[src/rtl/core/tvd_pkg.sv]
// ---------------------------------------------------------------------------
// tvd_pkg: shared types and constants of the tagged varint stream decoder
// Holds the phase, type and status codes, the tag characters and the
// operation word that travels from the front end to the back end.
// ---------------------------------------------------------------------------
`default_nettype none

package tvd_pkg;

  // operation queue geometry
  localparam int unsigned QDepth = 2;
  localparam int unsigned QPtrW  = (QDepth > 1) ? $clog2(QDepth) : 1;
  localparam int unsigned QCntW  = $clog2(QDepth + 1);

  // tag characters
  localparam logic [7:0] TagTrue  = 8'h74;  // 't'
  localparam logic [7:0] TagFalse = 8'h66;  // 'f'
  localparam logic [7:0] TagShort = 8'h73;  // 's'
  localparam logic [7:0] TagInt   = 8'h69;  // 'i'
  localparam logic [7:0] TagLong  = 8'h6C;  // 'l'
  localparam logic [7:0] TagChar  = 8'h63;  // 'c'
  localparam logic [7:0] TagStr   = 8'h53;  // 'S'

  // header nibble limits
  localparam logic [3:0] HdrMaxBytes = 4'd8;
  localparam logic [5:0] TopBitPos   = 6'd63;

  typedef enum logic [2:0] {
    PH_IDLE  = 3'd0,
    PH_HDR   = 3'd1,
    PH_BYTES = 3'd2,
    PH_CHAR  = 3'd3,
    PH_STR   = 3'd4
  } phase_e;

  typedef enum logic [2:0] {
    TY_BOOL  = 3'd0,
    TY_SHORT = 3'd1,
    TY_INT   = 3'd2,
    TY_LONG  = 3'd3,
    TY_CHAR  = 3'd4,
    TY_STR   = 3'd5
  } type_e;

  typedef enum logic [2:0] {
    ST_VALUE = 3'd0,
    ST_SCHAR = 3'd1,
    ST_EMPTY = 3'd2,
    ST_TAG   = 3'd3,
    ST_BIG   = 3'd4,
    ST_RANGE = 3'd5,
    ST_TRUNC = 3'd6
  } status_e;

  // emit: deliver data as is; finish_int: sign-extend and range check
  typedef enum logic {
    OP_EMIT = 1'b0,
    OP_INT  = 1'b1
  } op_e;

  typedef struct packed {
    op_e         op;
    logic [63:0] data;
    logic [5:0]  pos;
    logic [2:0]  ty;
    status_e     status;
    logic        last;
  } op_t;

  typedef struct packed {
    logic valid;
    op_t  op;
  } push_t;

endpackage

`default_nettype wire

[src/rtl/core/tvd_if.sv]
// ---------------------------------------------------------------------------
// tvd_if: stream channels of the tagged varint stream decoder
// Input channel carries one stream byte a word, output channel one result.
// ---------------------------------------------------------------------------
`default_nettype none

interface tvd_in_if;
  logic       valid;
  logic       ready;
  logic [7:0] data_byte;
  logic [2:0] func;
  logic       stream_end;

  modport source (output valid, data_byte, func, stream_end, input ready);
  modport sink   (input valid, data_byte, func, stream_end, output ready);
endinterface

interface tvd_out_if;
  logic               valid;
  logic               ready;
  logic signed [63:0] value;
  logic [2:0]         status;
  logic               last;

  modport source (output valid, value, status, last, input ready);
  modport sink   (input valid, value, status, last, output ready);
endinterface

`default_nettype wire

[src/rtl/core/tvd_front.sv]
// ---------------------------------------------------------------------------
// tvd_front: byte classifier and item sequencer
// Tracks the item in progress, gathers integer bytes and string lengths,
// and pushes one operation word per result into the queue.
// ---------------------------------------------------------------------------
`default_nettype none

module tvd_front (
  input  wire logic          clk_i,
  input  wire logic          rst_ni,
  tvd_in_if.sink             in_i,
  input  wire logic          q_full_i,
  output tvd_pkg::push_t     push_o
);

  tvd_pkg::phase_e phase_q, phase_d;
  logic [2:0]      exp_type_q, exp_type_d;
  logic [3:0]      bytes_left_q, bytes_left_d;
  logic [63:0]     acc_q, acc_d;
  logic [5:0]      pos_q, pos_d;
  logic [63:0]     chars_q, chars_d;

  logic        accept;
  logic [3:0]  hdr_n;
  logic [63:0] hdr_acc;
  logic [5:0]  hdr_pos;
  logic [63:0] byte_acc;
  logic [63:0] fin_acc;
  logic [5:0]  fin_pos;
  logic        fin_sign;
  logic        fin_zero;
  logic [3:0]  bytes_dec;
  logic [63:0] chars_dec;

  // take a word whenever the queue has room
  assign in_i.ready = !q_full_i;
  assign accept     = in_i.valid && !q_full_i;

  // header and data byte decode
  assign hdr_n    = in_i.data_byte[7:4];
  assign hdr_acc  = (hdr_n == tvd_pkg::HdrMaxBytes) ? 64'd0 : {60'd0, in_i.data_byte[3:0]};
  assign hdr_pos  = (hdr_n == tvd_pkg::HdrMaxBytes) ? tvd_pkg::TopBitPos
                                                    : {hdr_n[2:0], 3'b011};
  assign byte_acc = {acc_q[55:0], in_i.data_byte};
  assign fin_acc  = (phase_q == tvd_pkg::PH_HDR) ? hdr_acc : byte_acc;
  assign fin_pos  = (phase_q == tvd_pkg::PH_HDR) ? hdr_pos : pos_q;
  assign fin_sign = fin_acc[fin_pos];
  assign fin_zero = (fin_acc == 64'd0);
  assign bytes_dec = bytes_left_q - 4'd1;
  assign chars_dec = chars_q - 64'd1;

  // next state and queue push
  always_comb begin
    phase_d      = phase_q;
    exp_type_d   = exp_type_q;
    bytes_left_d = bytes_left_q;
    acc_d        = acc_q;
    pos_d        = pos_q;
    chars_d      = chars_q;
    push_o.valid     = 1'b0;
    push_o.op.op     = tvd_pkg::OP_EMIT;
    push_o.op.data   = 64'd0;
    push_o.op.pos    = fin_pos;
    push_o.op.ty     = exp_type_q;
    push_o.op.status = tvd_pkg::ST_VALUE;
    push_o.op.last   = 1'b1;

    if (accept) begin
      if (in_i.stream_end) begin
        if (phase_q != tvd_pkg::PH_IDLE) begin
          phase_d          = tvd_pkg::PH_IDLE;
          push_o.valid     = 1'b1;
          push_o.op.status = tvd_pkg::ST_TRUNC;
        end
      end else begin
        unique case (phase_q)
          tvd_pkg::PH_IDLE: begin
            exp_type_d = in_i.func;
            // wrong tag unless a match below clears it
            push_o.valid     = 1'b1;
            push_o.op.status = tvd_pkg::ST_TAG;
            push_o.op.data   = {56'd0, in_i.data_byte};
            case (in_i.func)
              tvd_pkg::TY_BOOL: begin
                if (in_i.data_byte == tvd_pkg::TagTrue) begin
                  push_o.op.status = tvd_pkg::ST_VALUE;
                  push_o.op.data   = 64'd1;
                end else if (in_i.data_byte == tvd_pkg::TagFalse) begin
                  push_o.op.status = tvd_pkg::ST_VALUE;
                  push_o.op.data   = 64'd0;
                end
              end
              tvd_pkg::TY_SHORT: begin
                if (in_i.data_byte == tvd_pkg::TagShort) begin
                  push_o.valid = 1'b0;
                  phase_d      = tvd_pkg::PH_HDR;
                end
              end
              tvd_pkg::TY_INT: begin
                if (in_i.data_byte == tvd_pkg::TagInt) begin
                  push_o.valid = 1'b0;
                  phase_d      = tvd_pkg::PH_HDR;
                end
              end
              tvd_pkg::TY_LONG: begin
                if (in_i.data_byte == tvd_pkg::TagLong) begin
                  push_o.valid = 1'b0;
                  phase_d      = tvd_pkg::PH_HDR;
                end
              end
              tvd_pkg::TY_CHAR: begin
                if (in_i.data_byte == tvd_pkg::TagChar) begin
                  push_o.valid = 1'b0;
                  phase_d      = tvd_pkg::PH_CHAR;
                end
              end
              tvd_pkg::TY_STR: begin
                if (in_i.data_byte == tvd_pkg::TagStr) begin
                  push_o.valid = 1'b0;
                  phase_d      = tvd_pkg::PH_HDR;
                end
              end
              default: ;
            endcase
          end

          tvd_pkg::PH_HDR, tvd_pkg::PH_BYTES: begin
            if ((phase_q == tvd_pkg::PH_HDR) && (hdr_n > tvd_pkg::HdrMaxBytes)) begin
              phase_d          = tvd_pkg::PH_IDLE;
              push_o.valid     = 1'b1;
              push_o.op.status = tvd_pkg::ST_BIG;
            end else if ((phase_q == tvd_pkg::PH_HDR && hdr_n != 4'd0) ||
                         (phase_q == tvd_pkg::PH_BYTES && bytes_dec != 4'd0)) begin
              // more extra bytes to come
              acc_d        = fin_acc;
              pos_d        = fin_pos;
              bytes_left_d = (phase_q == tvd_pkg::PH_HDR) ? hdr_n : bytes_dec;
              phase_d      = tvd_pkg::PH_BYTES;
            end else begin
              // integer complete
              acc_d        = fin_acc;
              pos_d        = fin_pos;
              bytes_left_d = 4'd0;
              phase_d      = tvd_pkg::PH_IDLE;
              if (exp_type_q == tvd_pkg::TY_STR) begin
                if (fin_sign || fin_zero) begin
                  push_o.valid     = 1'b1;
                  push_o.op.status = tvd_pkg::ST_EMPTY;
                end else begin
                  chars_d = fin_acc;
                  phase_d = tvd_pkg::PH_STR;
                end
              end else begin
                push_o.valid   = 1'b1;
                push_o.op.op   = tvd_pkg::OP_INT;
                push_o.op.data = fin_acc;
              end
            end
          end

          tvd_pkg::PH_CHAR: begin
            phase_d        = tvd_pkg::PH_IDLE;
            push_o.valid   = 1'b1;
            push_o.op.data = {56'd0, in_i.data_byte};
          end

          tvd_pkg::PH_STR: begin
            chars_d          = chars_dec;
            push_o.valid     = 1'b1;
            push_o.op.status = tvd_pkg::ST_SCHAR;
            push_o.op.data   = {56'd0, in_i.data_byte};
            push_o.op.last   = (chars_dec == 64'd0);
            if (chars_dec == 64'd0) begin
              phase_d = tvd_pkg::PH_IDLE;
            end
          end

          default: begin
            phase_d = tvd_pkg::PH_IDLE;
          end
        endcase
      end
    end
  end

  // state registers
  always_ff @(posedge clk_i or negedge rst_ni) begin
    if (!rst_ni) begin
      phase_q      <= tvd_pkg::PH_IDLE;
      exp_type_q   <= 3'd0;
      bytes_left_q <= 4'd0;
      acc_q        <= 64'd0;
      pos_q        <= 6'd0;
      chars_q      <= 64'd0;
    end else begin
      phase_q      <= phase_d;
      exp_type_q   <= exp_type_d;
      bytes_left_q <= bytes_left_d;
      acc_q        <= acc_d;
      pos_q        <= pos_d;
      chars_q      <= chars_d;
    end
  end

endmodule

`default_nettype wire

[src/rtl/core/tvd_queue.sv]
// ---------------------------------------------------------------------------
// tvd_queue: operation queue between front end and back end
// Small register FIFO that lets either side stall without the other.
// ---------------------------------------------------------------------------
`default_nettype none

module tvd_queue (
  input  wire logic           clk_i,
  input  wire logic           rst_ni,
  input  wire tvd_pkg::push_t push_i,
  output      logic           full_o,
  input  wire logic           pop_i,
  output      tvd_pkg::op_t   head_o,
  output      logic           avail_o
);

  tvd_pkg::op_t                ent_q [tvd_pkg::QDepth];
  logic [tvd_pkg::QPtrW-1:0]   wr_ptr_q, wr_ptr_d;
  logic [tvd_pkg::QPtrW-1:0]   rd_ptr_q, rd_ptr_d;
  logic [tvd_pkg::QCntW-1:0]   cnt_q, cnt_d;
  logic                        do_push;
  logic                        do_pop;

  assign full_o  = (cnt_q == tvd_pkg::QCntW'(tvd_pkg::QDepth));
  assign avail_o = (cnt_q != '0);
  assign head_o  = ent_q[rd_ptr_q];
  assign do_push = push_i.valid && !full_o;
  assign do_pop  = pop_i && avail_o;

  // pointer and count update
  always_comb begin
    wr_ptr_d = wr_ptr_q;
    rd_ptr_d = rd_ptr_q;
    cnt_d    = cnt_q;
    if (do_push) begin
      wr_ptr_d = (wr_ptr_q == tvd_pkg::QPtrW'(tvd_pkg::QDepth - 1)) ? '0 : wr_ptr_q + 1'b1;
    end
    if (do_pop) begin
      rd_ptr_d = (rd_ptr_q == tvd_pkg::QPtrW'(tvd_pkg::QDepth - 1)) ? '0 : rd_ptr_q + 1'b1;
    end
    case ({do_push, do_pop})
      2'b10:   cnt_d = cnt_q + 1'b1;
      2'b01:   cnt_d = cnt_q - 1'b1;
      default: cnt_d = cnt_q;
    endcase
  end

  always_ff @(posedge clk_i or negedge rst_ni) begin
    if (!rst_ni) begin
      wr_ptr_q <= '0;
      rd_ptr_q <= '0;
      cnt_q    <= '0;
    end else begin
      wr_ptr_q <= wr_ptr_d;
      rd_ptr_q <= rd_ptr_d;
      cnt_q    <= cnt_d;
    end
  end

  // entry storage
  always_ff @(posedge clk_i) begin
    if (do_push) begin
      ent_q[wr_ptr_q] <= push_i.op;
    end
  end

  a_no_overflow: assert property (@(posedge clk_i) disable iff (!rst_ni)
    !(push_i.valid && full_o))
    else $error("operation pushed into a full queue");

  a_cnt_bound: assert property (@(posedge clk_i) disable iff (!rst_ni)
    cnt_q <= tvd_pkg::QCntW'(tvd_pkg::QDepth))
    else $error("queue count beyond depth");

  a_cnt_track: assert property (@(posedge clk_i) disable iff (!rst_ni)
    (do_push && !do_pop) |=> (cnt_q == $past(cnt_q) + 1'b1))
    else $error("queue count missed a push");

endmodule

`default_nettype wire

[src/rtl/core/tvd_back.sv]
// ---------------------------------------------------------------------------
// tvd_back: result formatter and output register
// Sign-extends finished integers, range checks short and int, and holds
// the result word until the receiver takes it.
// ---------------------------------------------------------------------------
`default_nettype none

module tvd_back (
  input  wire logic         clk_i,
  input  wire logic         rst_ni,
  input  wire tvd_pkg::op_t head_i,
  input  wire logic         avail_i,
  output      logic         pop_o,
  tvd_out_if.source         out_o
);

  logic               valid_q, valid_d;
  logic signed [63:0] value_q;
  tvd_pkg::status_e   status_q;
  logic               last_q;

  logic [63:0]      ext_mask;
  logic [63:0]      ext_val;
  logic             short_ok;
  logic             int_ok;
  logic [63:0]      res_value;
  tvd_pkg::status_e res_status;

  // load a new word when the register is free or being drained
  assign pop_o   = avail_i && (!valid_q || out_o.ready);
  assign valid_d = pop_o ? 1'b1 : (out_o.ready ? 1'b0 : valid_q);

  // sign extension from the header-given bit
  assign ext_mask = ~64'd0 << head_i.pos;
  assign ext_val  = head_i.data[head_i.pos] ? (head_i.data | ext_mask) : head_i.data;
  assign short_ok = (&ext_val[63:15]) || !(|ext_val[63:15]);
  assign int_ok   = (&ext_val[63:31]) || !(|ext_val[63:31]);

  // result selection
  always_comb begin
    res_value  = head_i.data;
    res_status = head_i.status;
    if (head_i.op == tvd_pkg::OP_INT) begin
      res_value  = ext_val;
      res_status = tvd_pkg::ST_VALUE;
      if (((head_i.ty == tvd_pkg::TY_SHORT) && !short_ok) ||
          ((head_i.ty == tvd_pkg::TY_INT) && !int_ok)) begin
        res_value  = 64'd0;
        res_status = tvd_pkg::ST_RANGE;
      end
    end
  end

  always_ff @(posedge clk_i or negedge rst_ni) begin
    if (!rst_ni) begin
      valid_q <= 1'b0;
    end else begin
      valid_q <= valid_d;
    end
  end

  // result payload
  always_ff @(posedge clk_i) begin
    if (pop_o) begin
      value_q  <= res_value;
      status_q <= res_status;
      last_q   <= head_i.last;
    end
  end

  assign out_o.valid  = valid_q;
  assign out_o.value  = value_q;
  assign out_o.status = status_q;
  assign out_o.last   = last_q;

endmodule

`default_nettype wire

[src/rtl/core/tagged_varint_stream_decoder.sv]
// ---------------------------------------------------------------------------
// tagged_varint_stream_decoder: typed byte stream decoder
// Usage:
//   in_i carries one word per stream byte: data_byte, the expected type
//   func (read on tag bytes only) and stream_end, which marks the end of
//   the stream and carries no byte. out_o carries one result word: the
//   64-bit value, a status code and last on the final word of an item.
//   A word is taken at a clock edge where valid and ready are both high.
//   Bytes are taken one per cycle while ready is high. A byte that yields a
//   result passes the queue and output register to out_o; bytes inside an
//   item (headers, length bytes, extra integer bytes) yield nothing. The
//   front end feeds a two-word operation queue; the back end sign-extends
//   and range checks integers into the output register. A stall on out_o
//   fills the queue, then in_i.ready drops until the receiver takes a word.
//   Reset (rst_ni low, asynchronous) empties queue and output register and
//   returns the decoder to waiting for a tag byte.
// ---------------------------------------------------------------------------
`default_nettype none

module tagged_varint_stream_decoder (
  input  wire logic  clk_i,
  input  wire logic  rst_ni,
  tvd_in_if.sink     in_i,
  tvd_out_if.source  out_o
);

  tvd_pkg::push_t push;
  tvd_pkg::op_t   head;
  logic           q_full;
  logic           q_avail;
  logic           q_pop;

  // classify bytes and sequence items
  tvd_front u_front (
    .clk_i    (clk_i),
    .rst_ni   (rst_ni),
    .in_i     (in_i),
    .q_full_i (q_full),
    .push_o   (push)
  );

  // decouple front and back
  tvd_queue u_queue (
    .clk_i   (clk_i),
    .rst_ni  (rst_ni),
    .push_i  (push),
    .full_o  (q_full),
    .pop_i   (q_pop),
    .head_o  (head),
    .avail_o (q_avail)
  );

  // format and deliver results
  tvd_back u_back (
    .clk_i   (clk_i),
    .rst_ni  (rst_ni),
    .head_i  (head),
    .avail_i (q_avail),
    .pop_o   (q_pop),
    .out_o   (out_o)
  );

endmodule

`default_nettype wire
[src/flat_wrapper.sv]
// flat-port wrapper written by rule: the top's interface ports become plain ports
module tagged_varint_stream_decoder_flat 
  (clk_i, rst_ni, in_i_valid, in_i_data_byte, in_i_func, in_i_stream_end, in_i_ready, out_o_valid, out_o_value, out_o_status, out_o_last, out_o_ready);
  tvd_in_if in_i_i ();
  tvd_out_if out_o_i ();
  input  wire logic clk_i;
  input  wire logic rst_ni;
  input wire logic [$bits(in_i_i.valid)-1:0] in_i_valid;
  input wire logic [$bits(in_i_i.data_byte)-1:0] in_i_data_byte;
  input wire logic [$bits(in_i_i.func)-1:0] in_i_func;
  input wire logic [$bits(in_i_i.stream_end)-1:0] in_i_stream_end;
  output wire logic [$bits(in_i_i.ready)-1:0] in_i_ready;
  output wire logic [$bits(out_o_i.valid)-1:0] out_o_valid;
  output wire logic [$bits(out_o_i.value)-1:0] out_o_value;
  output wire logic [$bits(out_o_i.status)-1:0] out_o_status;
  output wire logic [$bits(out_o_i.last)-1:0] out_o_last;
  input wire logic [$bits(out_o_i.ready)-1:0] out_o_ready;
  assign in_i_i.valid = in_i_valid;
  assign in_i_i.data_byte = in_i_data_byte;
  assign in_i_i.func = in_i_func;
  assign in_i_i.stream_end = in_i_stream_end;
  assign in_i_ready = in_i_i.ready;
  assign out_o_valid = out_o_i.valid;
  assign out_o_value = out_o_i.value;
  assign out_o_status = out_o_i.status;
  assign out_o_last = out_o_i.last;
  assign out_o_i.ready = out_o_ready;
  tagged_varint_stream_decoder u_core (.clk_i(clk_i), .rst_ni(rst_ni), .in_i(in_i_i), .out_o(out_o_i));
endmodule
[config.mk]
export PLATFORM = sky130hd
export DESIGN_NAME = tagged_varint_stream_decoder_flat
export DESIGN_NICKNAME = d
export VERILOG_FILES = /design/src/rtl/core/tvd_pkg.sv /design/src/rtl/core/tvd_if.sv /design/src/rtl/core/tvd_front.sv /design/src/rtl/core/tvd_queue.sv /design/src/rtl/core/tvd_back.sv /design/src/rtl/core/tagged_varint_stream_decoder.sv /design/src/flat_wrapper.sv
export SDC_FILE = /design/constraint.sdc
export NUM_CORES = 1
export LEC_CHECK = 0
export ABC_CLOCK_PERIOD_IN_PS = 11450
export BUFFER_PORTS_ARGS = -buffer_cell sky130_fd_sc_hd__buf_2
export CAP_MARGIN = 20
export CORE_UTILIZATION = 40
export DETAILED_ROUTE_END_ITERATION = 7
export SLEW_MARGIN = 20
export SYNTH_ARGS = -nofsm -noshare
export SYNTH_HDL_FRONTEND = slang
export SYNTH_SLANG_ARGS = --single-unit
[constraint.sdc]
create_clock -name clk_i -period 11.45 [get_ports clk_i]
set_input_delay 0.5725 -clock clk_i [delete_from_list [all_inputs] [get_ports clk_i]]
set_output_delay 0.5725 -clock clk_i [all_outputs]
set_load 0.01 [all_outputs]
==> impl_metrics.py <==
metrics = {
    "floorplan": {
        "start_util_pct": 40.8,
        "coreArea_um2": 49300,
        "dieArea_um2": 51100,
        "die_w_um": 226,
        "die_h_um": 226,
        "ios": 86,
        "row_count": 81,
    },
    "cts": {
        "cts_buffer_depth": 3,
        "h-tree-depth": 2,
        "cts_tree": "done",
        "clock_latency_ps": 590,
        "hold_buffers": 0,
        "root_buffer": "clkbuf_16",
        "cts_setup_buffers": 0,
        "cts_sinks": 365,
        "clkSlewWorstSetupHoldPaths_ps": 70,
        "ctsResizeCount": 0,
        "cts_buffers": 42,
    },
    "critical_path": {
        "end_kind": "flop",
        "cp-start-kind": "flop",
        "critPathArrivalTime_ps": 6040,
        "r2r_slack_ps": 5730,
        "critPathKind": "flop to flop",
        "path_max_fanout": 66,
        "reg2reg_depth": 12,
        "reg2reg_from": "u_core.u_queue.rd_ptr_q",
        "timing.rr.end": "u_core.u_back.out_o.status[0]",
        "crit_path_start": "u_core.u_queue.rd_ptr_q",
        "crit_path_end": "u_core.u_back.out_o.status[0]",
        "required_ps": 11770,
    },
    "global_routing": {
        "grt_pass1_vias": 15700,
        "track_usage_pct": 26.5,
        "antenna_found_initial": 1,
        "grt_pass1_wl_um": 101000,
        "gr-total-overflow": 0,
        "grt_max_degree": 107,
    },
    "power_and_ir_drop": {
        "internal_power_uw": 2910,
        "pwr-share-clk_pct": 31.3,
        "p_seq_share_pct": 40.4,
        "powerDensity_nw_per_um2": 198,
        "switchingPower_uw": 1560,
        "p_leak_uw": 0.00858,
        "p_comb_share_pct": 28.3,
        "p_sw_share_pct": 34.9,
        "peakVddDrop_v": 0.000105,
    },
    "finish": {
        "mostFrequentLayoutCell": "nand2_1",
        "final_cell_mix": "nand2_1, edfxtp_1, nor2_1",
        "postLayoutCellArea_um2": 22500,
        "drive_gt1_share_pct": 13.8,
        "diodes": 0,
        "nets": 2034,
        "area_growth_syn_to_layout_pct": 12.0,
        "finish.utilization_pct": 45.7,
        "finalNonFillerCells": 2711,
        "fill_cells": 4672,
    },
    "placed_design": {
        "post_dp_cell_area_um2": 21100,
        "gp_congestion": 0.971,
        "dp_hpwl_um": 48800,
        "port_buffers": 85,
        "place_inst": 2633,
    },
    "detailed_routing": {
        "wl_um": 67600,
        "post_drt_wl_per_cell_um": 24.9,
        "vias_per_cell": 6.16,
        "wl_met3_um": 4590,
        "ant_nets": 0,
        "highest_layer": "met4",
        "met1_length_um": 29300,
        "drt-initial-drc-count": 2116,
        "drt_pass1_iterations": 6,
        "met2_length_um": 30300,
        "vias": 16700,
        "drc": 0,
    },
    "logic_synthesis": {
        "synth_flop_cell": "edfxtp_1",
        "syn_area_per_cell_um2": 10.1,
        "synth_area_leaders": "edfxtp_1, dfrtp_1, nand2_1",
        "synthArstFlopShare_pct": 38.6,
        "ys_seq_area_share_pct": 51.0,
        "yosys.area.top_type": "edfxtp_1",
        "syn-cell-area_um2": 20100,
        "synth_top_area_share_pct": 33.5,
        "yosys_warnings": 0,
        "synth_edf_count": 224,
        "synthesis.nets": 2014,
        "synth_seq_cells": 365,
        "synth_cell_types": 82,
        "syn_inst": 1993,
    },
    "status": {
        "outcome": "finished, final reports clean",
    },
    "sta": {
        "worst_pin_slew_ps": 1110,
        "drv_slew": 0,
        "whs_ps": 112,
        "setup_tns_ps": 0,
        "setup_viol": 0,
        "fin_crit_ps": 5720,
        "min_period_over_period_pct": 49.9,
        "skew_ps": 29.7,
        "finalHoldViolCount": 0,
        "relSlewSlack_pct": 26.0,
        "rsz0062_at_grt": "false",
        "max_freq_mhz": 175,
    },
    "min_path": {
        "hp-class": "input port to asynchronous set/reset pin",
    },
    "run": {
        "cap_violations": 0,
    },
}
sequential cells by signal, summed over array words and instances (netlist names):
name and flops:
u_core.u_front.chars_q 64, u_core.u_queue.ent_q 156, u_core.u_back.out_o.value 64, u_core.u_front.phase_q 3
u_core.u_back.out_o.valid 1, u_core.u_back.out_o.last 1, u_core.u_front.pos_q 6, u_core.u_back.out_o.status 3
u_core.u_front.bytes_left_q 4, u_core.u_front.acc_q 56, u_core.u_queue.cnt_q 2, u_core.u_queue.wr_ptr_q 1
u_core.u_queue.rd_ptr_q 1, u_core.u_front.exp_type_q 3
cells by family (layout without fill, tap and decap cells):
group | after synthesis | after routing | synth area share (%)
AO/OA/AOI/OAI | 501 | 501 | 15.4
XOR/XNOR | 31 | 31 | 1.35
adder cells (fa/ha/maj) | 5 | 5 | 0.311
buffers and inverters | 167 | 221 | 3.34
flip-flops | 365 | 365 | 51.0
multiplexers | 144 | 144 | 9.45
AND/OR/NAND/NOR | 780 | 780 | 19.1
cells in the mapped netlist (all sizes together) (17+ instances only):
cell type  instances
nand2            250
edfxtp           224
nor2             181
o21ai            174
dfrtp            141
a21oi            130
clkbuf            98
mux2i             84
nor3              77
nand3             63
nor4              60
buf               38
mux4              34
inv               31
nand4             28
mux2              26
a221oi            22
and3              18
a31oi             17
o22ai             17
power groups by stage:
stage	clock network [uW]	logic (uW)	registers, uW
finish	1400	1260	1800
global route	1470	1360	1830
CTS	1430	1250	1800
detailed placement	0	1250	1830
global placement	0	1250	1820
floorplan	0	736	1870
layout make-up:
type / count / area (um^2) / share of cell area, %
clock buffer: 45 / 1070 / 4.76
clock inverter: 33 / 364 / 1.62
inverter: 31 / 116 / 0.517
multi-input combinational: 1461 / 9240 / 41.0
sequential: 365 / 10300 / 45.6
tap: 664 / 831 / 3.69
timing repair buffer: 112 / 634 / 2.82
worst min-delay path by stage:
| stage | endpoint | slack, ps |
|---|---|---|
| after floorplan | u_core.u_back.out_o.valid | 280 |
| after global placement | u_core.u_queue.cnt_q[1] | 500 |
| after detailed placement | u_core.u_queue.cnt_q[1] | 500 |
| after CTS | u_core.u_queue.rd_ptr_q | 130 |
| after global routing | u_core.u_front.chars_q[6] | 180 |
| final | u_core.u_front.chars_q[10] | 110 |
critical path, stage by stage (launching register included):
cell and delay (ps):
dfrtp_4 620, buf_4 610, buf_4 800, nor3b_2 810
nor2_1 280, o211ai_1 260, nand2_1 90, nor4_1 240
a311oi_1 190, a2111oi_0 700, a31oi_4 150, buf_4 360
o21bai_1 260
per-stage QoR:
stage | setup WS [ps] | total power [uW]
after global placement | 5970 | 3070
after floorplan | 5070 | 2600
after CTS | 5800 | 4480
after detailed placement | 5840 | 3070
final | 5730 | 4460
after global routing | 5540 | 4650
metal layers:
layer,vias to the layer above,global-route usage (%)
li1,7582,-
met2,802,40.3
met5,-,0
met1,8147,37.1
met3,181,3.51
met4,0,13.3
Note: power is estimated with default switching activity, not from simulation.
